==> src/hw/rtl/direct_dft_unitary_core_defines.svh <==
// ---------------------------------------------------------------------------
// direct_dft_unitary_core_defines.svh
// Assertion macros shared by the DFT core.
// ---------------------------------------------------------------------------
`ifndef DIRECT_DFT_UNITARY_CORE_DEFINES_SVH
`define DIRECT_DFT_UNITARY_CORE_DEFINES_SVH

// same-cycle implication, clocked on clk, off during reset
`define DDU_ASSERT_NOW(lbl, ante, cons, msg) \
	lbl: assert property (@(posedge clk) disable iff (!arst_n) (ante) |-> (cons)) \
		else $error(msg);

// next-cycle implication
`define DDU_ASSERT_NXT(lbl, ante, cons, msg) \
	lbl: assert property (@(posedge clk) disable iff (!arst_n) (ante) |=> (cons)) \
		else $error(msg);

`endif

==> src/hw/rtl/ddu_pkg.sv <==
// ---------------------------------------------------------------------------
// ddu_pkg
// Sizes, twiddle ROM, scale constant and shared types of the DFT core.
// ---------------------------------------------------------------------------
package ddu_pkg;

	localparam int POINTS = 64;
	localparam int IDX_W  = (POINTS > 1) ? $clog2(POINTS) : 1;
	localparam int BIN_W  = 6;
	localparam int SAMP_W = 16;
	localparam int WORD_W = 2 * SAMP_W;
	localparam int PR_W   = 2 * SAMP_W + 1;
	localparam int ACC_W  = PR_W + IDX_W + 1;

	typedef logic [POINTS-1:0][WORD_W-1:0] tw_rom_t;

	// memory port requests from the sequencer
	typedef struct packed {
		logic             we;
		logic [IDX_W-1:0] waddr;
		logic             re;
		logic [IDX_W-1:0] raddr;
	} ddu_mem_req_t;

	// one MAC issue: twiddle phase, bin number and bin boundary flags
	typedef struct packed {
		logic             vld;
		logic             first;
		logic             last;
		logic [IDX_W-1:0] ph;
		logic [IDX_W-1:0] bin;
	} ddu_issue_t;

	localparam longint ATAN_TAB [30] = '{
		536870912, 316933406, 167458907, 85004756, 42667331, 21354465,
		10679838, 5340245, 2670163, 1335087, 667544, 333772, 166886, 83443,
		41722, 20861, 10430, 5215, 2608, 1304, 652, 326, 163, 81, 41, 20,
		10, 5, 3, 1
	};

	function automatic longint ddu_sat16(input longint v);
		if (v > 32767)
			return 32767;
		if (v < -32768)
			return -32768;
		return v;
	endfunction

	// integer CORDIC, one entry per phase step; word = {sin, cos} in Q1.15
	function automatic tw_rom_t ddu_tw_build();
		tw_rom_t     rom;
		longint      ph64;
		logic [31:0] phase;
		logic [1:0]  quad;
		longint      x, y, z, dx, dy, cv, sv, c, s;
		for (int idx = 0; idx < POINTS; idx++) begin
			ph64  = (longint'(idx) <<< 32) / POINTS;
			phase = ph64[31:0];
			quad  = phase[31:30];
			z     = longint'({2'b00, phase[29:0]});
			x     = 652032875;
			y     = 0;
			for (int i = 0; i < 30; i++) begin
				dx = y >>> i;
				dy = x >>> i;
				if (z >= 0) begin
					x = x - dx;
					y = y + dy;
					z = z - ATAN_TAB[i];
				end else begin
					x = x + dx;
					y = y - dy;
					z = z + ATAN_TAB[i];
				end
			end
			cv = ddu_sat16((x + 16384) >>> 15);
			sv = ddu_sat16((y + 16384) >>> 15);
			case (quad)
				2'd0: begin c = cv;  s = sv;  end
				2'd1: begin c = -sv; s = cv;  end
				2'd2: begin c = -cv; s = -sv; end
				default: begin c = sv; s = -cv; end
			endcase
			rom[idx] = {s[SAMP_W-1:0], c[SAMP_W-1:0]};
		end
		return rom;
	endfunction

	function automatic longint unsigned ddu_isqrt(input longint unsigned v);
		longint unsigned r, b, rem;
		r   = 0;
		b   = 64'd1 << 62;
		rem = v;
		while (b > rem)
			b = b >> 2;
		while (b != 0) begin
			if (rem >= r + b) begin
				rem = rem - (r + b);
				r   = (r >> 1) + b;
			end else begin
				r = r >> 1;
			end
			b = b >> 2;
		end
		return r;
	endfunction

	localparam tw_rom_t TW_ROM = ddu_tw_build();

	// round(sqrt(2^30 / POINTS)) in Q1.15
	localparam int              SCALE_W = 16;
	localparam longint unsigned SCALE_L = (ddu_isqrt((64'd1 << 32) / POINTS) + 1) >> 1;
	localparam logic signed [SCALE_W:0] SCALE = {1'b0, SCALE_L[SCALE_W-1:0]};
	localparam int PROD_W    = ACC_W + SCALE_W + 1;
	localparam int RND_SHIFT = 30;

endpackage

==> src/hw/rtl/ddu_store.sv <==
// ---------------------------------------------------------------------------
// ddu_store
// Sample RAM: one write port, one read port with registered data.
// ---------------------------------------------------------------------------
module ddu_store import ddu_pkg::*; (
	input  logic               clk,
	input  ddu_mem_req_t       req,
	input  logic [WORD_W-1:0]  wdata,
	output logic [WORD_W-1:0]  rdata_s1
);

	logic [WORD_W-1:0] mem [POINTS];

	always_ff @(posedge clk) begin
		if (req.we)
			mem[req.waddr] <= wdata;
	end

	always_ff @(posedge clk) begin
		if (req.re)
			rdata_s1 <= mem[req.raddr];
	end

endmodule

==> config.mk <==
export PLATFORM = sky130hd
export DESIGN_NAME = ddu_store
export DESIGN_NICKNAME = d
export VERILOG_FILES = /design/src/hw/rtl/direct_dft_unitary_core_defines.svh /design/src/hw/rtl/ddu_pkg.sv /design/src/hw/rtl/ddu_store.sv
export SDC_FILE = /design/constraint.sdc
export NUM_CORES = 2
export LEC_CHECK = 0
export BUFFER_PORTS_ARGS = -buffer_cell sky130_fd_sc_hd__buf_2
export CAP_MARGIN = 40
export CORE_MARGIN = 3
export CORE_UTILIZATION = 35
export DETAILED_ROUTE_END_ITERATION = 8
export PLACE_DENSITY_LB_ADDON = 0.25
export SYNTH_ARGS = -nofsm -noshare
export SYNTH_HDL_FRONTEND = slang
export SYNTH_SLANG_ARGS = --single-unit
==> constraint.sdc <==
create_clock -name clk -period 4.5 [get_ports clk]
set_input_delay 0.225 -clock clk [delete_from_list [all_inputs] [get_ports clk]]
set_output_delay 0.225 -clock clk [all_outputs]
set_load 0.02 [all_outputs]
Word-level counts from Yosys, hierarchy flattened

Memories as Yosys holds them, arrays and structs flattened. A register that Yosys moved wholly into a read port is not among the register bits.
Index checks and enable logic that the tools add are counted.

Output and inout bits: 32
Memories kept: 1
Bits in latches: 0
Register bits: 0
Memory bits (read-only): 0
Bits of input ports: 47
Word-level logic and storage cells: 3
Memory bits (writable): 2048

Equality and inequality tests: 0
Mux-type cells: 2
Multipliers: 0
$add $sub $neg: 0
$lt $le $gt $ge: 0
Divide/modulo/power cells: 0
Shift operators: 0
Reduce and logical (&&, ||, !) cells: 0
Bitwise logic cells: 0

Memories:

| memory | words | bits a word | rd ports | clocked after Yosys merged registers in | write ports | RTL line        | text |
|---|---|---|---|---|---|---|---|
| mem    | 64    | 32          | 1        | 1                                       | 1           | ddu_store.sv:12 | `logic [WORD_W-1:0] mem [POINTS];` |

Operator list:

| cell             | number |
|---|---|
| 2-to-1 mux 1 bit | 2 |

Longest topological paths before layout

Depth after elaboration: 2
Gate-level depth with buffers: 10
Gate-level depth less buffers: 5

Least setup slack after synthesis

OpenSTA, ideal clock, no wires.

Path kind: input port to flip-flop
Start: input port req[10] (netlist bit)
End: memory mem[48][0] (netlist bit) (enable)
Path slack: 1.115 ns
Stages: 4
Buffers on the path: 1
Data arrival time: 2.924 ns
Path through: clkbuf_1 -> nor2b_1 -> nand4b_1 -> nor3_1

RTL lines:

| what            | RTL line        | text |
|---|---|---|
| start, declared | ddu_store.sv:7  | `input ddu_mem_req_t req,` |
| end, declared   | ddu_store.sv:12 |  |

No word-level cell before the write port.

==> flow_metrics.tcl <==
set metrics [dict create \
    fin_util_pct 40.9 \
    dpl_cell_area_um2 84800 \
    yosysUniqueCellTypes 33 \
    final_area_um2 91300 \
    clkLatencyLatePin_ns 0.84 \
    synth_fp_nets 3371 \
    hold_viol 0 \
    pin_count 79 \
    async_reset_ff_share_pct 0 \
    pre_cts_ws_ns 0.915 \
    routed_wl_um 215000 \
    synth_warnings 0 \
    clock_skew_ns 0.0300 \
    num_rows 173 \
    hp-class "in2reg" \
    ant_nets 0 \
    root_buffer "clkbuf_16" \
    dieArea_um2 231000 \
    gp_congestion 0.767 \
    slowest_delay_ns 0.55 \
    intPower_mw 31.2 \
    grt_pass1_wl_um 301000 \
    overflow 0 \
    core_area_um2 223000 \
    yosysMostFrequentCell "edfxtp_1" \
    critPathKind "in2reg" \
    path_depth 8 \
    slew_headroom_pct 38.8 \
    power.density_nw_per_um2 437 \
    synthTopCellsByArea "edfxtp_1 (79%), mux4_2 (16%), mux2i_1 (1.2%)" \
    fin_tns_setup_ns 0 \
    ys_ff_latch 2080 \
    grt_usage_pct 18.5 \
    hold_depth 1 \
    power_frac_clock_pct 40.7 \
    h-tree-depth 4 \
    viasPerCell 5.45 \
    fill_cells 19279 \
    start_kind "input pin" \
    critical_path.top_delay_family "buffers and inverters" \
    cp.arrival_ns 3.10 \
    layout_setup_ws_ns 1.93 \
    rr_worst_depth 5 \
    slowest_stage "mux4_2" \
    seqPwrFrac_pct 54.1 \
    worstPathCellList "buf_8, buf_12, buf_4, buf_4, mux4_2, mux4_2, o22ai_1, nor2_1" \
    syn_avg_cell_area_um2 23.7 \
    comb_power_share_pct 5.2 \
    post-synth-top-area-cell "edfxtp_1" \
    post-synth-top-area-fraction_pct 79.2 \
    path_clk_slew_ns 0.06 \
    final-setup-viol-count 0 \
    initial_core_util_pct 35.3 \
    grt_antenna_before_repair 13 \
    regArea_um2 62500 \
    multi_input_comb_area_um2 16000 \
    port_buffers 78 \
    hold-worst-slack_ns 0.0571 \
    finalCritPeriodShare_pct 57.2 \
    cts_made_buffers 211 \
    die_x_um 481 \
    synth_seq_area_share_pct 79.2 \
    endpoint_kind "register" \
    grt_pass1_vias 37802 \
    max_freq_mhz 389 \
    sw_frac_of_total_pct 21.6 \
    die_h_um 481 \
    dr.pass1.iters 5 \
    outcome "finished clean" \
    design_power_total_mw 39.9 \
    critPathMaxFanout 32 \
    vdd.ir_drop.worst_uv 432 \
    fin_nets 3700 \
    clock_path_buffers 3 \
    p_leak_nw 28.2 \
    cts_resized 0 \
    p_sw_mw 8.63 \
    cts_tree "yes" \
    cts_sinks 2080 \
    post-dp-hpwl_um 124000 \
    crit_buf_inv 4 \
    vias 37136 \
    maxSlewViolCount 0 \
    rsz0062_at_grt "false" \
    wl_per_cell_um 31.5 \
    syn-cell-area_um2 78800 \
    tightest_slew_ns 0.919 \
    area_growth_pct 15.8 \
    layout-drive-gt1-share_pct 30.5 \
    synth_ff_type "edfxtp_1" \
    synth_commonest_cells "edfxtp_1 (2,080), mux4_2 (544), nor2_1 (137)" \
    grt_max_degree 65 \
    maxCapViolCount 0 \
    required_ns 5.03 \
    placedCellCount 6394 \
    drtIter0Drc 4246 \
    stdcell_count 6812 \
    syn_inst 3324 \
    fin_crit_ns 2.57 \
    synth_edf_count 2080 \
    drc_errors 0 \
]
## cells by family after synthesis
kind of cell	share of synthesized area, %
flops	79.2
mux	16.7
simple gates	1.26
compound gates	1.67
buf+inv	1.12
## state kept, by name (all words and copies together), names as in the netlist
signal    cells
rdata_s1     32
mem        2048
## final timing paths
| check | from | to | slack (ns) |
|---|---|---|---|
| worst max-delay path | req[0] | rdata_s1[6] | 1.93 |
| worst min-delay path | wdata[2] | mem[35][2] | 0.06 |
| worst max register to register | mem[14][3] | rdata_s1[3] | 2.06 |
| worst min register to register | mem[28][8] | rdata_s1[8] | 0.87 |
## worst reg2reg max path, cell delays in order (launching register included)
cell and delay, ns:
edfxtp_1 0.37, mux4_2 0.47, mux2i_1 0.36, a21oi_1 0.30, a21oi_1 0.59, nor2_1 0.10
## routing by layer
metal	routed length [um]	part of all wire (%)	GRT usage [%]
met1	91000	42	26.0
met5	20	0.0093	0
met4	6320	2.9	5.40
met3	14000	6.5	3.32
met2	103000	48	29.7
## layout by cell type (no fill, tap or decap), drive strengths merged
cell type	instances
a21oi	62
a22oi	12
a311oi	8
a31oi	1
a41o	4
and2	2
and3	4
buf	277
bufinv	5
clkbuf	249
clkinv	126
clkinvlp	3
diode	7
dlygate4sd3	21
edfxtp	2080
inv	7
mux2i	93
mux4	544
nand2	26
nand2b	8
nand3	5
nand3b	5
nand4	2
nand4b	1
nor2	137
nor2b	15
nor3	7
o221ai	27
o22ai	84
o32ai	4
or2	3
or3	3
or3b	5
## layout make-up
cell class | instances | share of cell area, %
flip-flops and latches | 2080 | 68.4
well taps | 2975 | 4.08
diodes | 7 | 0.0192
repair buffers | 298 | 3.08
multi-input cells | 1062 | 17.5
clock buffers | 249 | 6.03
clock inverters | 141 | 0.919
## power by group through the flow
stage | registers (mW) | clock network [mW] | logic [mW]
floorplan | 22.0 | 0 | 1.04
CTS | 21.6 | 16.6 | 2.11
finish | 21.6 | 16.2 | 2.07
detailed placement | 22.0 | 0 | 2.09
global route | 21.6 | 17.4 | 2.20
global placement | 22.0 | 0 | 2.04
## timing repair
action                    4_1_cts  5_1_grt
buffers inserted                0        0
hold buffers                   21        0
hold endpoints to repair      551        0
Note: power is estimated with default switching activity, not from simulation.
