<file path="src/hw/rtl/direct_dft_unitary_core_defines.svh">
// ---------------------------------------------------------------------------
// direct_dft_unitary_core_defines.svh
// Assertion macros shared by the DFT core.
// ---------------------------------------------------------------------------
`ifndef DIRECT_DFT_UNITARY_CORE_DEFINES_SVH
`define DIRECT_DFT_UNITARY_CORE_DEFINES_SVH

// same-cycle implication, clocked on clk, off during reset
`define DDU_ASSERT_NOW(lbl, ante, cons, msg) \
	lbl: assert property (@(posedge clk) disable iff (!arst_n) (ante) |-> (cons)) \
		else $error(msg);

// next-cycle implication
`define DDU_ASSERT_NXT(lbl, ante, cons, msg) \
	lbl: assert property (@(posedge clk) disable iff (!arst_n) (ante) |=> (cons)) \
		else $error(msg);

`endif

</file>
<file path="src/hw/rtl/ddu_pkg.sv">
// ---------------------------------------------------------------------------
// ddu_pkg
// Sizes, twiddle ROM, scale constant and shared types of the DFT core.
// ---------------------------------------------------------------------------
package ddu_pkg;

	localparam int POINTS = 64;
	localparam int IDX_W  = (POINTS > 1) ? $clog2(POINTS) : 1;
	localparam int BIN_W  = 6;
	localparam int SAMP_W = 16;
	localparam int WORD_W = 2 * SAMP_W;
	localparam int PR_W   = 2 * SAMP_W + 1;
	localparam int ACC_W  = PR_W + IDX_W + 1;

	typedef logic [POINTS-1:0][WORD_W-1:0] tw_rom_t;

	// memory port requests from the sequencer
	typedef struct packed {
		logic             we;
		logic [IDX_W-1:0] waddr;
		logic             re;
		logic [IDX_W-1:0] raddr;
	} ddu_mem_req_t;

	// one MAC issue: twiddle phase, bin number and bin boundary flags
	typedef struct packed {
		logic             vld;
		logic             first;
		logic             last;
		logic [IDX_W-1:0] ph;
		logic [IDX_W-1:0] bin;
	} ddu_issue_t;

	localparam longint ATAN_TAB [30] = '{
		536870912, 316933406, 167458907, 85004756, 42667331, 21354465,
		10679838, 5340245, 2670163, 1335087, 667544, 333772, 166886, 83443,
		41722, 20861, 10430, 5215, 2608, 1304, 652, 326, 163, 81, 41, 20,
		10, 5, 3, 1
	};

	function automatic longint ddu_sat16(input longint v);
		if (v > 32767)
			return 32767;
		if (v < -32768)
			return -32768;
		return v;
	endfunction

	// integer CORDIC, one entry per phase step; word = {sin, cos} in Q1.15
	function automatic tw_rom_t ddu_tw_build();
		tw_rom_t     rom;
		longint      ph64;
		logic [31:0] phase;
		logic [1:0]  quad;
		longint      x, y, z, dx, dy, cv, sv, c, s;
		for (int idx = 0; idx < POINTS; idx++) begin
			ph64  = (longint'(idx) <<< 32) / POINTS;
			phase = ph64[31:0];
			quad  = phase[31:30];
			z     = longint'({2'b00, phase[29:0]});
			x     = 652032875;
			y     = 0;
			for (int i = 0; i < 30; i++) begin
				dx = y >>> i;
				dy = x >>> i;
				if (z >= 0) begin
					x = x - dx;
					y = y + dy;
					z = z - ATAN_TAB[i];
				end else begin
					x = x + dx;
					y = y - dy;
					z = z + ATAN_TAB[i];
				end
			end
			cv = ddu_sat16((x + 16384) >>> 15);
			sv = ddu_sat16((y + 16384) >>> 15);
			case (quad)
				2'd0: begin c = cv;  s = sv;  end
				2'd1: begin c = -sv; s = cv;  end
				2'd2: begin c = -cv; s = -sv; end
				default: begin c = sv; s = -cv; end
			endcase
			rom[idx] = {s[SAMP_W-1:0], c[SAMP_W-1:0]};
		end
		return rom;
	endfunction

	function automatic longint unsigned ddu_isqrt(input longint unsigned v);
		longint unsigned r, b, rem;
		r   = 0;
		b   = 64'd1 << 62;
		rem = v;
		while (b > rem)
			b = b >> 2;
		while (b != 0) begin
			if (rem >= r + b) begin
				rem = rem - (r + b);
				r   = (r >> 1) + b;
			end else begin
				r = r >> 1;
			end
			b = b >> 2;
		end
		return r;
	endfunction

	localparam tw_rom_t TW_ROM = ddu_tw_build();

	// round(sqrt(2^30 / POINTS)) in Q1.15
	localparam int              SCALE_W = 16;
	localparam longint unsigned SCALE_L = (ddu_isqrt((64'd1 << 32) / POINTS) + 1) >> 1;
	localparam logic signed [SCALE_W:0] SCALE = {1'b0, SCALE_L[SCALE_W-1:0]};
	localparam int PROD_W    = ACC_W + SCALE_W + 1;
	localparam int RND_SHIFT = 30;

endpackage

</file>
<file path="src/hw/rtl/ddu_seq.sv">
// ---------------------------------------------------------------------------
// ddu_seq
// Fill counter, busy flag and the bin/sample issue counters.
// ---------------------------------------------------------------------------
module ddu_seq import ddu_pkg::*; (
	input  logic         clk,
	input  logic         arst_n,
	input  logic         start,
	input  logic         done,
	output logic         busy,
	output ddu_mem_req_t req,
	output ddu_issue_t   issue
);

	localparam logic [IDX_W-1:0] LAST_IDX = IDX_W'(POINTS - 1);
	localparam logic [IDX_W:0]   PTS_EXT  = (IDX_W + 1)'(POINTS);

	logic             busy_q, run_q;
	logic [IDX_W-1:0] fill_q, n_q, k_q, ph_q;
	logic             take;
	logic [IDX_W:0]   ph_sum;

	assign take   = start & ~busy_q;
	assign ph_sum = {1'b0, ph_q} + {1'b0, n_q};

	always_ff @(posedge clk or negedge arst_n) begin
		if (!arst_n) begin
			busy_q <= 1'b0;
			run_q  <= 1'b0;
			fill_q <= '0;
			n_q    <= '0;
			k_q    <= '0;
			ph_q   <= '0;
		end else begin
			if (take) begin
				if (fill_q == LAST_IDX) begin
					fill_q <= '0;
					busy_q <= 1'b1;
					run_q  <= 1'b1;
					n_q    <= '0;
					k_q    <= '0;
					ph_q   <= '0;
				end else begin
					fill_q <= fill_q + 1'b1;
				end
			end else if (run_q) begin
				if (k_q == LAST_IDX) begin
					k_q  <= '0;
					ph_q <= '0;
					n_q  <= n_q + 1'b1;
					if (n_q == LAST_IDX)
						run_q <= 1'b0;
				end else begin
					k_q  <= k_q + 1'b1;
					// phase = n*k mod POINTS, stepped by n
					ph_q <= (ph_sum >= PTS_EXT) ? IDX_W'(ph_sum - PTS_EXT) : ph_sum[IDX_W-1:0];
				end
			end
			if (done)
				busy_q <= 1'b0;
		end
	end

	assign busy = busy_q;

	always_comb begin
		req.we      = take;
		req.waddr   = fill_q;
		req.re      = run_q;
		req.raddr   = k_q;
		issue.vld   = run_q;
		issue.first = (k_q == '0);
		issue.last  = (k_q == LAST_IDX);
		issue.ph    = ph_q;
		issue.bin   = n_q;
	end

endmodule

</file>
<file path="config.mk">
export PLATFORM = sky130hd
export DESIGN_NAME = ddu_seq
export DESIGN_NICKNAME = d
export VERILOG_FILES = /design/src/hw/rtl/direct_dft_unitary_core_defines.svh /design/src/hw/rtl/ddu_pkg.sv /design/src/hw/rtl/ddu_seq.sv
export SDC_FILE = /design/constraint.sdc
export NUM_CORES = 1
export LEC_CHECK = 0
export BUFFER_PORTS_ARGS = -buffer_cell sky130_fd_sc_hd__buf_2
export CORE_MARGIN = 2
export CORE_UTILIZATION = 45
export CTS_BUF_LIST = sky130_fd_sc_hd__clkbuf_8
export CTS_CLUSTER_SIZE = 14
export DETAILED_ROUTE_END_ITERATION = 8
export PLACE_DENSITY = 0.77
export RECOVER_POWER = 50
export SYNTH_ARGS = -nofsm -noshare
export SYNTH_HDL_FRONTEND = slang
export SYNTH_SLANG_ARGS = --single-unit
</file>
<file path="constraint.sdc">
create_clock -name clk -period 1.94 [get_ports clk]
set_input_delay 0 -clock clk [delete_from_list [all_inputs] [get_ports clk]]
set_output_delay 0 -clock clk [all_outputs]
set_load 0.02 [all_outputs]
</file>
* Yosys cells after proc, flatten, opt, wreduce, memory -nomap -nowiden
Index checks and enable logic that the tools add are counted.
Word-level totals: register bits 26, bits of input ports 4, output and inout port bits 30, logic and storage cells 45
Operators by class: $add $sub $neg 5, magnitude comparators 1, equality and inequality tests 4, mux-type cells 19, bitwise gates (word level) 2, reductions and logical operators 8
Operators with widths (number):
- $mux 6 | 12
- $add 6x1->6 const B | 3
- $eq 6x6->1 const B | 3
- $reduce_bool 2->1 | 4
- $add 6x6->7 | 1
- $ge 7x7->1 const B | 1
- $mux 1 | 7
- $logic_not 6->1 | 1
- $sub 6x1->6 const B | 1
- $reduce_and 2->1 | 2
- $reduce_and 3->1 | 1
- $ne 2x1->1 const B | 1
- $and 1x1->1 | 1
- $not 1->1 | 1

* Depth between registers and ports, before layout
depth in word-level cells 6, gate-level depth with buffers 7

* Worst setup path after synthesis
OpenSTA, ideal clock, no wires.
path kind register to register, start register k_q[0], end register n_q[3], arrival 1.798 ns, data required time 1.801 ns, slack 0.003 ns, cell stages (with the launch flop) 8, buffers on the path 1, path through dfrtp_1 ha_1 nand2_1 or4_4 buf_6 a211oi_2 xnor2_1 nor2_1
On the way: longest elaborated chain between the ends 3
RTL lines:
- start: declaration | line ddu_seq.sv:19 | logic [IDX_W-1:0] fill_q, n_q, k_q, ph_q;
- start signal: assignment | line ddu_seq.sv:54 | k_q <= k_q + 1'b1;
- $eq 6x6->1 | line ddu_seq.sv:47 | if (k_q == LAST_IDX) begin
- $reduce_bool 2->1 (no source line)
- $reduce_and 3->1 (no source line)
- end signal: assignment | line ddu_seq.sv:50 | n_q <= n_q + 1'b1;
- end: declaration | line ddu_seq.sv:19
No other way between the ends. A chain may end at the register's enable or synchronous reset.

* Worst setup path after layout
start register k_q[1], end register n_q[5]
Same word-level chain as after synthesis.

==> metrics.yaml <==
sta:
  setup_viol: 0
  worst_slew_pin_slew_ns: 1.40
  fin_setup_tns_ns: 0
  clock_skew_ns: 0.00829
  relSlewSlack_pct: 6.71
  rsz0062_at_grt: "true"
  hold_viol_final: 0
  fmax_mhz: 543
  final_max_slew_viol_count: 0
  period_needed_ns: 1.84
  fin_crit_sh_pct: 94.9
floorplanning:
  ios: 34
  core_um2: 3100
  die_h_um: 61.6
  initial_core_util_pct: 48.2
  die-area_um2: 3800
  rows: 20
  die_w_um: 61.6
synthesis:
  synthMuxAreaShare_pct: 0
  synth_xor_xnor_area_share_pct: 8.20
  syn_inst: 155
  synth_top_cell_area_share_pct: 43.5
  synth.avg_cell_area_um2: 9.65
  async_reset_ff_share_pct: 100
  dominantRegCellSynth: "dfrtp_1"
  synth_top_family_by_area: "simple AND/OR/NAND/NOR gates"
  synth_edf_count: 0
  synthTopCellsByArea: "dfrtp_1, ha_1, xnor2_1, nand2_1, nor2_1"
  synth_nets: 169
  syn-cell-area_um2: 1500
  yosys_warnings: 0
  synth_top_cell_by_area: "dfrtp_1"
  synthAdderAreaFrac_pct: 8.87
  synth_compound_area_share_pct: 15.4
  yosysUniqueCellTypes: 36
  synth_seq_cells: 26
  synth-simple-area-share_pct: 17.9
  yosysSeqAreaShare_pct: 43.5
pwr:
  power_density_nw_per_um2: 1310
  power.internal_mw: 1.36
  ir_drop_uv: 481
  clkPwrFrac_pct: 19.2
  p_comb_share_pct: 43.9
  seqPwrFrac_pct: 36.9
  p_leak_nw: 0.841
  p_switching_mw: 0.991
  switching_share_pct: 42.2
route:
  first_iter_violations: 58
  viasPerCell: 5.34
  finalWirelength_mm: 3.30
  antenna_left: 0
  vias: 1265
  post-route-drc-count: 0
  dr.pass1.iters: 4
  wire_per_inst_um: 13.9
cts:
  path_clk_slew_ns: 0.10
  cts.path.max_buffers: 2
  cts_setup_buffers: 0
  clkLatencyLatePin_ns: 0.27
  cts_tree: "built"
  numClockSinks: 26
  root_buffer: "clkbuf_8"
  htreeDepth: 1
  numCtsBuffers: 3
run_status:
  status: "finished, final reports clean"
grt:
  antenna_found_initial: 0
  grt_pass1_vias: 1158
  gr-total-overflow: 0
  grt_max_degree: 27
  grt_first_pass_wirelength_mm: 5.37
  grtUsageTotal_pct: 19.3
setup_path:
  ff2ff_path_depth: 6
  path_class: "reg -> reg"
  worst_setup_path_end_kind: "flop"
  crit_chain: "ha_1, nand2_1, or4_4, a211oi_2, xnor2_1, nor2_1"
  worst-endpoint-arrival_ns: 2.01
  path_max_fanout: 8
  slowest_delay_ns: 0.56
  crit_path_start_kind: "flop"
  slowest_stage: "or4_4"
  reg2reg_slack_ns: 0.1
  worstPathRequired_ns: 2.11
cells_and_area:
  seq_area_um2: 651
  area_growth_pct: 19.8
  nets: 208
  n_fill_cell: 303
  antenna_cells: 0
  drive_gt1_share_pct: 20.2
  multiInputGateArea_um2: 758
  final_cells: 237
placed_design:
  gp_congestion: 0.861
  dp_hpwl_mm: 2.52
  io_buffer_count: 33
  placed_cells: 231
worst_hold_path:
  hold_path.class: "in -> reg"
  hold-path-cell-count: 4
flow_run:
  drv_cap: 0
## power by group through the flow
| stage | combinational (mW) | clock [mW] | sequential, mW |
|---|---|---|---|
| 6_report | 1.03 | 0.452 | 0.866 |
| 5_1_grt | 1.13 | 0.487 | 0.890 |
| 4_1_cts | 1.06 | 0.456 | 0.863 |
| 3_5_place_dp | 1.05 | 0 | 0.874 |
| 3_3_place_gp | 1.01 | 0 | 0.859 |
| 2_1_floorplan | 0.544 | 0 | 1.04 |
## critical path: cells and delay by family (launching register included)
family | cells | cell delay [ns]
fa+ha+maj | 1 | 0.21
flops | 1 | 0.42
xor+xnor | 1 | 0.16
simple gates | 3 | 0.69
compound gates | 1 | 0.26
## worst paths after layout
kind / startpoint / to
max: k_q[1] / n_q[5]
min: start / fill_q[1]
max reg2reg: k_q[1] / n_q[5]
min reg2reg: fill_q[4] / fill_q[4]
max in group asynchronous: arst_n / n_q[0]
min in group asynchronous: arst_n / k_q[5]
## placed cells by master (no fill, tap or decap), drive strengths merged
| cell type | synthesis | layout |
|---|---|---|
| a22o | 3 | 3 |
| nor3 | 3 | 3 |
| o41ai | 2 | 2 |
| nand3 | 7 | 7 |
| o31a | 1 | 1 |
| nand2 | 18 | 18 |
| or2 | 2 | 2 |
| bufinv | 0 | 1 |
| nand3b | 1 | 1 |
| buf | 6 | 25 |
| or3 | 2 | 2 |
| dfrtp | 26 | 26 |
| a21oi | 5 | 5 |
| o32a | 2 | 2 |
| xor2 | 3 | 3 |
| ha | 9 | 9 |
| or4 | 1 | 1 |
| o21ai | 10 | 10 |
| nand2b | 2 | 2 |
| o21a | 1 | 1 |
| fa | 1 | 1 |
| nor4 | 1 | 1 |
| nand4 | 2 | 2 |
| o211ai | 2 | 2 |
| a211oi | 4 | 4 |
| xnor2 | 11 | 11 |
| nor2 | 15 | 15 |
| a21o | 2 | 2 |
| and2 | 1 | 1 |
| inv | 11 | 11 |
| clkbuf | 1 | 17 |
| dlygate4sd3 | 0 | 2 |
## area by class of cell
| type | count | area share (%) |
|---|---|---|
| multi-input cells | 111 | 42.3 |
| well taps | 44 | 3.07 |
| flip-flops and latches | 26 | 36.3 |
| inverters | 11 | 2.44 |
| repair buffers | 41 | 11.9 |
| clock inverters | 1 | 1.68 |
| clock buffers | 3 | 2.30 |
## cell usage after synthesis, drive strengths merged, types with 2 or more instances
| cell type | count |
|---|---|
| buf | 6 |
| o32a | 2 |
| a211oi | 4 |
| o211ai | 2 |
| nor2 | 15 |
| inv | 11 |
| nor3 | 3 |
| nand3 | 7 |
| o21ai | 10 |
| dfrtp | 26 |
| a22o | 3 |
| or3 | 2 |
| xnor2 | 11 |
| a21oi | 5 |
| nand2 | 18 |
| xor2 | 3 |
| nand2b | 2 |
| ha | 9 |
| nand4 | 2 |
| o41ai | 2 |
| a21o | 2 |
| or2 | 2 |
## kinds of logic after synthesis
logic type	count (synthesis)
adder cells (fa/ha/maj)	10
AND/OR/NAND/NOR	55
AO/OA/AOI/OAI	32
flip-flops	26
buffers and inverters	18
XOR/XNOR	14
## sequential cells by signal, indices dropped and copies added, names as in the netlist
name and count:
n_q 6, fill_q 6, busy 1, ph_q 6, run_q 1, k_q 6
## stage by stage
step                      power [mW]  hold slack (ns)  setup WS, ns  area (µm²)  util [%]
after CTS                       2.38           0.0689        0.0465        1800      58.1
after global placement          1.87           0.0266         0.176        1710      55.2
after detailed placement        1.92           0.0403        0.0818        1710      55.2
final                           2.35           0.0646        0.0981        1790      57.7
after global routing            2.51           0.0918      -0.00728        1790      57.7
after floorplan                 1.58           -0.296       0.00324        1500         -
## repair_timing
item / 4_1_cts / 5_1_grt
hold endpoints to repair: 27 / 0
hold buffers: 2 / 0
gates resized for setup: 0 / 1
endpoints found under the setup margin: 0 / 6
## metal layers
metal | part of all wire (%) | global-route usage [%] | vias up
met3 | 5.8 | 2.52 | 4
met1 | 42 | 25.5 | 617
met5 | 0 | 0 | -
li1 | - | - | 607
met4 | 0.91 | 6.38 | 0
met2 | 51 | 32.8 | 37
No activity file was read; power rests on OpenSTA's default activity.
