==> config.mk <==
export PLATFORM = sky130hd
export DESIGN_NAME = ddu_mac
export DESIGN_NICKNAME = d
export VERILOG_FILES = /design/src/hw/rtl/direct_dft_unitary_core_defines.svh /design/src/hw/rtl/ddu_pkg.sv /design/src/hw/rtl/ddu_mac.sv
export SDC_FILE = /design/constraint.sdc
export NUM_CORES = 2
export LEC_CHECK = 0
export BUFFER_PORTS_ARGS = -buffer_cell sky130_fd_sc_hd__buf_2
export CELL_PAD_IN_SITES_DETAIL_PLACEMENT = 1
export CELL_PAD_IN_SITES_GLOBAL_PLACEMENT = 2
export CORE_UTILIZATION = 29
export CTS_CLUSTER_DIAMETER = 120
export DETAILED_ROUTE_END_ITERATION = 8
export PLACE_DENSITY = 0.59
export SKIP_CTS_REPAIR_TIMING = 1
export SLEW_MARGIN = 20
export SYNTH_ARGS = -nofsm -noshare
export SYNTH_HDL_FRONTEND = slang
export SYNTH_SLANG_ARGS = --single-unit
==> constraint.sdc <==
create_clock -name clk -period 7.12 [get_ports clk]
set_input_delay 0.712 -clock clk [delete_from_list [all_inputs] [get_ports clk]]
set_output_delay 0.712 -clock clk [all_outputs]
set_load 0.02 [all_outputs]
==> src/hw/rtl/direct_dft_unitary_core_defines.svh <==
// ---------------------------------------------------------------------------
// direct_dft_unitary_core_defines.svh
// Assertion macros shared by the DFT core.
// ---------------------------------------------------------------------------
`ifndef DIRECT_DFT_UNITARY_CORE_DEFINES_SVH
`define DIRECT_DFT_UNITARY_CORE_DEFINES_SVH

// same-cycle implication, clocked on clk, off during reset
`define DDU_ASSERT_NOW(lbl, ante, cons, msg) \
	lbl: assert property (@(posedge clk) disable iff (!arst_n) (ante) |-> (cons)) \
		else $error(msg);

// next-cycle implication
`define DDU_ASSERT_NXT(lbl, ante, cons, msg) \
	lbl: assert property (@(posedge clk) disable iff (!arst_n) (ante) |=> (cons)) \
		else $error(msg);

`endif

==> src/hw/rtl/ddu_pkg.sv <==
// ---------------------------------------------------------------------------
// ddu_pkg
// Sizes, twiddle ROM, scale constant and shared types of the DFT core.
// ---------------------------------------------------------------------------
package ddu_pkg;

	localparam int POINTS = 64;
	localparam int IDX_W  = (POINTS > 1) ? $clog2(POINTS) : 1;
	localparam int BIN_W  = 6;
	localparam int SAMP_W = 16;
	localparam int WORD_W = 2 * SAMP_W;
	localparam int PR_W   = 2 * SAMP_W + 1;
	localparam int ACC_W  = PR_W + IDX_W + 1;

	typedef logic [POINTS-1:0][WORD_W-1:0] tw_rom_t;

	// memory port requests from the sequencer
	typedef struct packed {
		logic             we;
		logic [IDX_W-1:0] waddr;
		logic             re;
		logic [IDX_W-1:0] raddr;
	} ddu_mem_req_t;

	// one MAC issue: twiddle phase, bin number and bin boundary flags
	typedef struct packed {
		logic             vld;
		logic             first;
		logic             last;
		logic [IDX_W-1:0] ph;
		logic [IDX_W-1:0] bin;
	} ddu_issue_t;

	localparam longint ATAN_TAB [30] = '{
		536870912, 316933406, 167458907, 85004756, 42667331, 21354465,
		10679838, 5340245, 2670163, 1335087, 667544, 333772, 166886, 83443,
		41722, 20861, 10430, 5215, 2608, 1304, 652, 326, 163, 81, 41, 20,
		10, 5, 3, 1
	};

	function automatic longint ddu_sat16(input longint v);
		if (v > 32767)
			return 32767;
		if (v < -32768)
			return -32768;
		return v;
	endfunction

	// integer CORDIC, one entry per phase step; word = {sin, cos} in Q1.15
	function automatic tw_rom_t ddu_tw_build();
		tw_rom_t     rom;
		longint      ph64;
		logic [31:0] phase;
		logic [1:0]  quad;
		longint      x, y, z, dx, dy, cv, sv, c, s;
		for (int idx = 0; idx < POINTS; idx++) begin
			ph64  = (longint'(idx) <<< 32) / POINTS;
			phase = ph64[31:0];
			quad  = phase[31:30];
			z     = longint'({2'b00, phase[29:0]});
			x     = 652032875;
			y     = 0;
			for (int i = 0; i < 30; i++) begin
				dx = y >>> i;
				dy = x >>> i;
				if (z >= 0) begin
					x = x - dx;
					y = y + dy;
					z = z - ATAN_TAB[i];
				end else begin
					x = x + dx;
					y = y - dy;
					z = z + ATAN_TAB[i];
				end
			end
			cv = ddu_sat16((x + 16384) >>> 15);
			sv = ddu_sat16((y + 16384) >>> 15);
			case (quad)
				2'd0: begin c = cv;  s = sv;  end
				2'd1: begin c = -sv; s = cv;  end
				2'd2: begin c = -cv; s = -sv; end
				default: begin c = sv; s = -cv; end
			endcase
			rom[idx] = {s[SAMP_W-1:0], c[SAMP_W-1:0]};
		end
		return rom;
	endfunction

	function automatic longint unsigned ddu_isqrt(input longint unsigned v);
		longint unsigned r, b, rem;
		r   = 0;
		b   = 64'd1 << 62;
		rem = v;
		while (b > rem)
			b = b >> 2;
		while (b != 0) begin
			if (rem >= r + b) begin
				rem = rem - (r + b);
				r   = (r >> 1) + b;
			end else begin
				r = r >> 1;
			end
			b = b >> 2;
		end
		return r;
	endfunction

	localparam tw_rom_t TW_ROM = ddu_tw_build();

	// round(sqrt(2^30 / POINTS)) in Q1.15
	localparam int              SCALE_W = 16;
	localparam longint unsigned SCALE_L = (ddu_isqrt((64'd1 << 32) / POINTS) + 1) >> 1;
	localparam logic signed [SCALE_W:0] SCALE = {1'b0, SCALE_L[SCALE_W-1:0]};
	localparam int PROD_W    = ACC_W + SCALE_W + 1;
	localparam int RND_SHIFT = 30;

endpackage

==> src/hw/rtl/ddu_mac.sv <==
// ---------------------------------------------------------------------------
// ddu_mac
// Twiddle lookup, complex multiply, accumulate, scale, round and saturate.
// ---------------------------------------------------------------------------
module ddu_mac import ddu_pkg::*; (
	input  logic                     clk,
	input  logic                     arst_n,
	input  logic                     forward,
	input  ddu_issue_t               issue,
	input  logic [WORD_W-1:0]        rdata_s1,
	output logic                     done,
	output logic                     out_valid,
	output logic signed [SAMP_W-1:0] out_re,
	output logic signed [SAMP_W-1:0] out_im,
	output logic [BIN_W-1:0]         bin_index,
	output logic                     last_bin
);

	localparam logic [IDX_W-1:0] LAST_IDX = IDX_W'(POINTS - 1);
	localparam int RND_W = PROD_W - RND_SHIFT;
	localparam logic signed [PROD_W-1:0] RND_HALF = PROD_W'(64'd1 << (RND_SHIFT - 1));
	localparam logic signed [RND_W-1:0]  SAT_HI   = RND_W'(32767);
	localparam logic signed [RND_W-1:0]  SAT_LO   = -RND_W'(32768);

	// s1: twiddle, aligned with RAM read data
	ddu_issue_t               iss_s1;
	logic signed [SAMP_W-1:0] c_s1, s_s1;
	logic [WORD_W-1:0]        tw_word;

	assign tw_word = TW_ROM[issue.ph];

	always_ff @(posedge clk or negedge arst_n) begin
		if (!arst_n)
			iss_s1 <= '0;
		else
			iss_s1 <= issue;
	end

	always_ff @(posedge clk) begin
		c_s1 <= tw_word[SAMP_W-1:0];
		s_s1 <= forward ? -$signed(tw_word[WORD_W-1:SAMP_W]) : $signed(tw_word[WORD_W-1:SAMP_W]);
	end

	// s2: products
	logic signed [SAMP_W-1:0] xr, xi;
	logic signed [WORD_W-1:0] m_rr, m_ii, m_rs, m_ic;
	logic signed [PR_W-1:0]   pr_re_s2, pr_im_s2;
	logic                     vld_s2, first_s2, last_s2;
	logic [IDX_W-1:0]         bin_s2;

	assign xr   = rdata_s1[SAMP_W-1:0];
	assign xi   = rdata_s1[WORD_W-1:SAMP_W];
	assign m_rr = xr * c_s1;
	assign m_ii = xi * s_s1;
	assign m_rs = xr * s_s1;
	assign m_ic = xi * c_s1;

	always_ff @(posedge clk or negedge arst_n) begin
		if (!arst_n)
			vld_s2 <= 1'b0;
		else
			vld_s2 <= iss_s1.vld;
	end

	always_ff @(posedge clk) begin
		pr_re_s2 <= {m_rr[WORD_W-1], m_rr} - {m_ii[WORD_W-1], m_ii};
		pr_im_s2 <= {m_rs[WORD_W-1], m_rs} + {m_ic[WORD_W-1], m_ic};
		first_s2 <= iss_s1.first;
		last_s2  <= iss_s1.last;
		bin_s2   <= iss_s1.bin;
	end

	// s3: accumulators
	logic signed [ACC_W-1:0] acc_re_q, acc_im_q;
	logic signed [ACC_W-1:0] add_re, add_im;
	logic                    acc_done_s3;
	logic [IDX_W-1:0]        bin_s3;

	assign add_re = {{(ACC_W-PR_W){pr_re_s2[PR_W-1]}}, pr_re_s2};
	assign add_im = {{(ACC_W-PR_W){pr_im_s2[PR_W-1]}}, pr_im_s2};

	always_ff @(posedge clk or negedge arst_n) begin
		if (!arst_n)
			acc_done_s3 <= 1'b0;
		else
			acc_done_s3 <= vld_s2 & last_s2;
	end

	always_ff @(posedge clk) begin
		if (vld_s2) begin
			acc_re_q <= first_s2 ? add_re : acc_re_q + add_re;
			acc_im_q <= first_s2 ? add_im : acc_im_q + add_im;
		end
		bin_s3 <= bin_s2;
	end

	// s4: unitary scale (constant multiply)
	logic signed [PROD_W-1:0] sc_re_s4, sc_im_s4;
	logic                     vld_s4;
	logic [IDX_W-1:0]         bin_s4;

	always_ff @(posedge clk or negedge arst_n) begin
		if (!arst_n)
			vld_s4 <= 1'b0;
		else
			vld_s4 <= acc_done_s3;
	end

	always_ff @(posedge clk) begin
		sc_re_s4 <= acc_re_q * SCALE;
		sc_im_s4 <= acc_im_q * SCALE;
		bin_s4   <= bin_s3;
	end

	// s5: round half up, saturate, present
	logic signed [PROD_W-1:0] rs_re, rs_im;
	logic signed [RND_W-1:0]  rn_re, rn_im;
	logic                     is_last;

	assign rs_re   = (sc_re_s4 + RND_HALF) >>> RND_SHIFT;
	assign rs_im   = (sc_im_s4 + RND_HALF) >>> RND_SHIFT;
	assign rn_re   = rs_re[RND_W-1:0];
	assign rn_im   = rs_im[RND_W-1:0];
	assign is_last = (bin_s4 == LAST_IDX);
	assign done    = vld_s4 & is_last;

	function automatic logic signed [SAMP_W-1:0] sat(input logic signed [RND_W-1:0] v);
		if (v > SAT_HI)
			return SAMP_W'(16'sh7FFF);
		if (v < SAT_LO)
			return SAMP_W'(16'sh8000);
		return v[SAMP_W-1:0];
	endfunction

	always_ff @(posedge clk or negedge arst_n) begin
		if (!arst_n)
			out_valid <= 1'b0;
		else
			out_valid <= vld_s4;
	end

	always_ff @(posedge clk) begin
		out_re    <= sat(rn_re);
		out_im    <= sat(rn_im);
		bin_index <= BIN_W'(bin_s4);
		last_bin  <= is_last;
	end

endmodule
# [Word-level counts from Yosys, hierarchy flattened]
# Memories as Yosys holds them, arrays and structs flattened.
# Index checks and enable logic that the tools add are counted.
[totals] reg_bits=330 rom_bits=2048 input_bits=50 n_memories=1
[mem_list] memory="(name not given)" depth=64 width=32 rd=1 rd_clocked_by_memory_dff=0 write_ports=0 line="ddu_mac.sv:30" text="assign tw_word = TW_ROM[issue.ph];"
[classes] addsub=7 n_mul=4 order_cmp=5 n_eq_ne=1 muxes=18 bitwise=2
[ops] cell="16-bit two-way mux" count=9
[ops] cell="16-bit by 16-bit multiplier with 32-bit output" count=4
[ops] cell="52-bit by 31-bit adder with 53-bit output (second input constant)" count=2
[ops] cell="40-bit by 33-bit adder with 40-bit output" count=2
[ops] cell="40-bit two-way mux" count=2
[ops] cell="23-bit by 16-bit > comparator with 1-bit output (second input constant)" count=2
[ops] cell="23-bit by 16-bit less-than comparator with 1-bit output (second input constant)" count=2
[ops] cell="32-bit by 32-bit adder with 33-bit output" count=1
[ops] cell="32-bit by 32-bit subtractor with 33-bit output" count=1
[ops] cell="32-bit two-way mux" count=1
[ops] cell="16-bit negator" count=1
[ops] cell="6-bit by 7-bit less-than comparator with 1-bit output (second input constant)" count=1
[ops] cell="6-bit equality test (second input constant)" count=1
[ops] cell="1-bit two-way mux" count=6
[ops] cell="1-bit AND" count=2

# [Longest topological paths before layout]
[depth] depth_word=6 depth_mapped=29 ltp_nobuf=28

# [Least setup slack after synthesis]
# No wires, ideal clock.
[synth_timing] path_kind="input port to flip-flop" startpoint="input port rdata_s1[31]" endpoint="register pr_re_s2[31]" setup_ps=127 arrival_time_ps=7751 required_ps=6993 path_slack_ps=-759 path_stages=25 path_buffers=1 cell_sequence="clkbuf_1 nand2_1 inv_1 fa_1 inv_1 fa_1 inv_1 fa_1 inv_1 fa_1 fa_1 fa_1 fa_1 inv_1 fa_1 inv_1 ha_1 and3_1 a221o_1 o21bai_1 a221o_1 o31a_1 a211oi_1 nor3_1 xor2_1"
[synth_via] elab_chain_cells=2
[synth_lines] item="start: declaration" line="ddu_mac.sv:10" text="input logic [WORD_W-1:0] rdata_s1,"
[synth_lines] item="16-bit by 16-bit multiplier with 32-bit output" line="ddu_mac.sv:54" text="assign m_ii = xi * s_s1;"
[synth_lines] item="32-bit by 32-bit subtractor with 33-bit output" line="ddu_mac.sv:66" text="pr_re_s2 <= {m_rr[WORD_W-1], m_rr} - {m_ii[WORD_W-1], m_ii};"
[synth_lines] item="end signal: assignment" line="ddu_mac.sv:66"
[synth_lines] item="end: declaration" line="ddu_mac.sv:47" text="logic signed [PR_W-1:0] pr_re_s2, pr_im_s2;"
# No other way between the ends.
# A chain may end at the register's enable or synchronous reset.

# [Final worst setup path]
[layout_timing] startpoint="input port rdata_s1[9]" endpoint="register pr_re_s2[31]"
[layout_via] elab_chain_cells=2
[layout_lines] item="16-bit by 16-bit multiplier with 32-bit output" line="ddu_mac.sv:53" text="assign m_rr = xr * c_s1;"
[layout_lines] item="32-bit by 32-bit subtractor with 33-bit output" line="ddu_mac.sv:66"
# No other way between the ends.

==> flow_summary.toml <==
[clocking]
cts_max_path_buffers = 3
worst_setup_hold_path_clk_slew_ns = 0.06
clock_sink_count = 296
clk_root_buffer_cell = "sky130_fd_sc_hd__clkbuf_16"
cts_made_buffers = 40
tritoncts = "built"
clk-insertion-delay-late_ns = 0.61
cts-htree-levels = 2

[placement]
number_of_cells_in_the_design_after_placement = 8770
buffer_ports.inserted = 90
routabilityCongestion = 0.840
place.detailed.hpwl_um = 146000

[timing]
final_hold_viol_count = 0
setup_violators_final = 12
skew_ns = 0.0244
max-slew-margin-rel = 0.439
holdWs_ns = 0.222
timing.final.max_slew_violations = 0
min_period_over_period = 1.04
worst-slew-pin-transition_ns = 0.842
grt_setup_unrepaired = "true"
aggregate_negative_setup_slack_ns = -1.79
final.setup.worst_slack_ns = -0.280
timing.fmax_ghz = 0.135
post-route-min-period_ns = 7.40

[floorplan]
die-width_um = 438
start_util = 0.293
design.die.area_um2 = 192000
placement_rows = 159
boundaryPins = 91
chipHeight_um = 438
coreArea_um2 = 188000

[global_routing]
via_count_of_the_first_global_routing_pass = 45653
grt_start_max_net_pins = 77
grt_remaining_overflow = 0
grt_pass1_wl_um = 270000
grt_antenna_before_repair = 9
aggregate_global_route_resource_usage = 0.183

[critical_path]
worst-r2r-setup-slack_ns = -0.26
critical-path-top-delay-family = "adder cells"
cp_data_arrival_time_ns = 7.87
worst_path_max_stage_delay_ns = 0.59
critPathRequiredTime_ns = 7.59
start_kind = "input port"
cp_max_fanout = 20
library_cell_contributing_the_largest_single_delay_on_the_critical_path = "sky130_fd_sc_hd__fa_1"
critPathBufInv = 7
worst_setup_ep_type = "flip-flop"
crit_top_cell = "sky130_fd_sc_hd__fa_1"
timing.setup.critical_path_class = "in -> reg"

[logic_synthesis]
syn_area_per_cell_um2 = 9.35
synth_nets = 7535
synth_cells = 5907
ys_async_sr_fraction = 0.0439
synth_enable_flop_cells = 80
synth_cell_types = 95
synth.cell_area_um2 = 55200
yosys_warnings = 0
synth_seq_area_share = 0.123
dominantRegCellSynth = "sky130_fd_sc_hd__dfxtp_1"
synth-seq-cells = 296

[run_status]
violated_checks = "setup timing"
status = "complete, but fails checks"

[min_path]
timing.hold.worst.class = "in -> reg"

[routing]
drt_iter0_markers = 1539
drcViolationCount = 0
via_cell_ratio = 4.52
drt_wl_total_um = 172000
drt.antenna.violating_nets = 0
drt-wirelength-per-cell_um = 19.4
drt-pass1-iter-count = 5
vias = 40139

[cells_and_area]
area_delta_synth_final_pct = 17.9
drive_above_1_share = 0.140
final-instance-count-excl-fill = 8880
filler_cell_count = 21560
net_count_reported_at_finish = 7977

[run]
max_cap_viol_count = 0
-- state kept, by name, indices dropped and copies added, names as in the netlist --
name         flops
iss_s1           9
vld_s2           1
sc_re_s4        23
s_s1            16
c_s1            16
pr_im_s2        33
bin_s2           6
last_s2          1
acc_done_s3      1
bin_s4           6
acc_re_q        40
out_im          16
first_s2         1
vld_s4           1
pr_re_s2        33
last_bin         1
sc_im_s4        23
out_valid        1
out_re          16
bin_index        6
bin_s3           6
acc_im_q        40
-- path summary, 6_finish.rpt --
path | start | end | cells after the start
min in group asynchronous | arst_n | iss_s1[4] | 2
setup / recovery | rdata_s1[9] | pr_re_s2[31] | 25
setup reg to reg | c_s1[1] | pr_re_s2[31] | 26
hold reg to reg | bin_s3[4] | bin_s4[4] | 0
hold / removal | issue[4] | iss_s1[4] | 1
max in group asynchronous | arst_n | vld_s2 | 2
-- worst reg2reg max path: stages (launching register included) --
cell	delay, ns
sky130_fd_sc_hd__dfxtp_2	0.32
sky130_fd_sc_hd__buf_12	0.14
sky130_fd_sc_hd__buf_4	0.17
sky130_fd_sc_hd__and2_4	0.16
sky130_fd_sc_hd__fa_2	0.60
sky130_fd_sc_hd__inv_4	0.07
sky130_fd_sc_hd__fa_1	0.48
sky130_fd_sc_hd__inv_1	0.05
sky130_fd_sc_hd__fa_1	0.51
sky130_fd_sc_hd__inv_1	0.05
sky130_fd_sc_hd__fa_1	0.49
sky130_fd_sc_hd__inv_2	0.05
sky130_fd_sc_hd__fa_1	0.46
sky130_fd_sc_hd__fa_1	0.49
sky130_fd_sc_hd__fa_1	0.54
sky130_fd_sc_hd__inv_2	0.04
sky130_fd_sc_hd__fa_1	0.53
sky130_fd_sc_hd__inv_2	0.05
sky130_fd_sc_hd__ha_4	0.21
sky130_fd_sc_hd__and3_4	0.14
sky130_fd_sc_hd__a221o_1	0.36
sky130_fd_sc_hd__o21bai_4	0.18
sky130_fd_sc_hd__a221o_1	0.38
sky130_fd_sc_hd__o31a_1	0.32
sky130_fd_sc_hd__a211oi_2	0.22
sky130_fd_sc_hd__nor3_2	0.08
sky130_fd_sc_hd__xor2_1	0.14
-- cell type report --
class,count,area (um^2),share of cell area
clock buffer,54,1190,0.0183
inverter,1393,5250,0.0806
sequential,296,6820,0.105
multi-input combinational,3966,42800,0.657
antenna,4,10.0,0.000154
tap,2495,3120,0.0480
clock inverter,20,151,0.00233
timing repair buffer,652,5770,0.0886
-- metrics by stage --
step	cell area [um^2]	setup WS (ns)	util
after floorplan	55400	-0.436	-
after global placement	62800	-1.00	0.334
after detailed placement	62800	-0.999	0.334
after CTS	64200	-0.664	0.341
after global routing	65100	-0.518	0.345
final	65100	-0.280	0.345
-- placed cells by master, fill, tap and decap left out, types with 19 or more instances in the layout --
cell type,netlist,final
sky130_fd_sc_hd__inv_1,1389,1357
sky130_fd_sc_hd__fa_1,1176,1156
sky130_fd_sc_hd__nand2_1,669,665
sky130_fd_sc_hd__buf_4,3,466
sky130_fd_sc_hd__and2_1,470,459
sky130_fd_sc_hd__ha_1,402,387
sky130_fd_sc_hd__dfxtp_1,203,192
sky130_fd_sc_hd__o21ai_0,177,173
sky130_fd_sc_hd__nor2_1,154,152
sky130_fd_sc_hd__a21oi_1,158,147
sky130_fd_sc_hd__xnor2_1,126,123
sky130_fd_sc_hd__buf_2,11,85
sky130_fd_sc_hd__edfxtp_1,80,80
sky130_fd_sc_hd__buf_12,0,75
sky130_fd_sc_hd__xor2_1,73,73
sky130_fd_sc_hd__a21o_1,56,56
sky130_fd_sc_hd__nand3_1,56,55
sky130_fd_sc_hd__nand2b_1,50,50
sky130_fd_sc_hd__clkbuf_16,0,49
sky130_fd_sc_hd__inv_2,3,30
sky130_fd_sc_hd__nor3_1,33,29
sky130_fd_sc_hd__o21bai_1,29,27
sky130_fd_sc_hd__and3_1,27,24
sky130_fd_sc_hd__nor2b_1,24,24
sky130_fd_sc_hd__mux2i_1,20,20
sky130_fd_sc_hd__nand4_1,20,20
sky130_fd_sc_hd__fa_2,0,20
sky130_fd_sc_hd__o21a_1,19,19
-- metal layers --
layer	global-route usage	wire (um)
met3	0.0163	4380
met1	0.257	81800
met5	0	23
met2	0.303	81500
met4	0.0417	4220
-- Yosys cell counts (all sizes together), types with 6 or more instances --
cell type,number,share of area
a211oi,17,0.0023
a21o,56,0.0076
a21oi,160,0.015
a31o,7,0.0011
a31oi,21,0.0024
and2,470,0.053
and3,27,0.0031
buf,24,0.0026
clkbuf,228,0.016
dfrtp,13,0.0059
dfxtp,203,0.074
edfxtp,80,0.044
fa,1176,0.43
ha,402,0.091
inv,1393,0.095
mux2,7,0.0014
mux2i,20,0.0036
mux4,8,0.0033
nand2,669,0.045
nand2b,50,0.0057
nand3,56,0.0051
nand3b,7,0.0012
nand4,20,0.0023
nor2,155,0.011
nor2b,24,0.0027
nor3,33,0.0030
nor3b,8,0.0011
nor4,6,0.00068
o211ai,12,0.0016
o21a,19,0.0026
o21ai,190,0.017
o21bai,29,0.0039
o31ai,14,0.0020
or3,8,0.0010
xnor2,126,0.020
xor2,73,0.012
-- cell families (layout without fill, tap and decap cells) --
family / Yosys count / in the layout / share of synthesized area
AO/OA/AOI/OAI: 598 / 598 / 0.0680
XOR/XNOR: 199 / 199 / 0.0316
adder cells (fa/ha/maj): 1578 / 1578 / 0.518
buffers and inverters: 1645 / 2119 / 0.113
flip-flops: 296 / 296 / 0.123
multiplexers: 35 / 35 / 0.00839
other: 0 / 4 / 0
AND/OR/NAND/NOR: 1556 / 1556 / 0.139
Power is left out: the tool's default activity adds up to more than one toggle a clock period on the data nets, which glitch-free logic cannot reach.
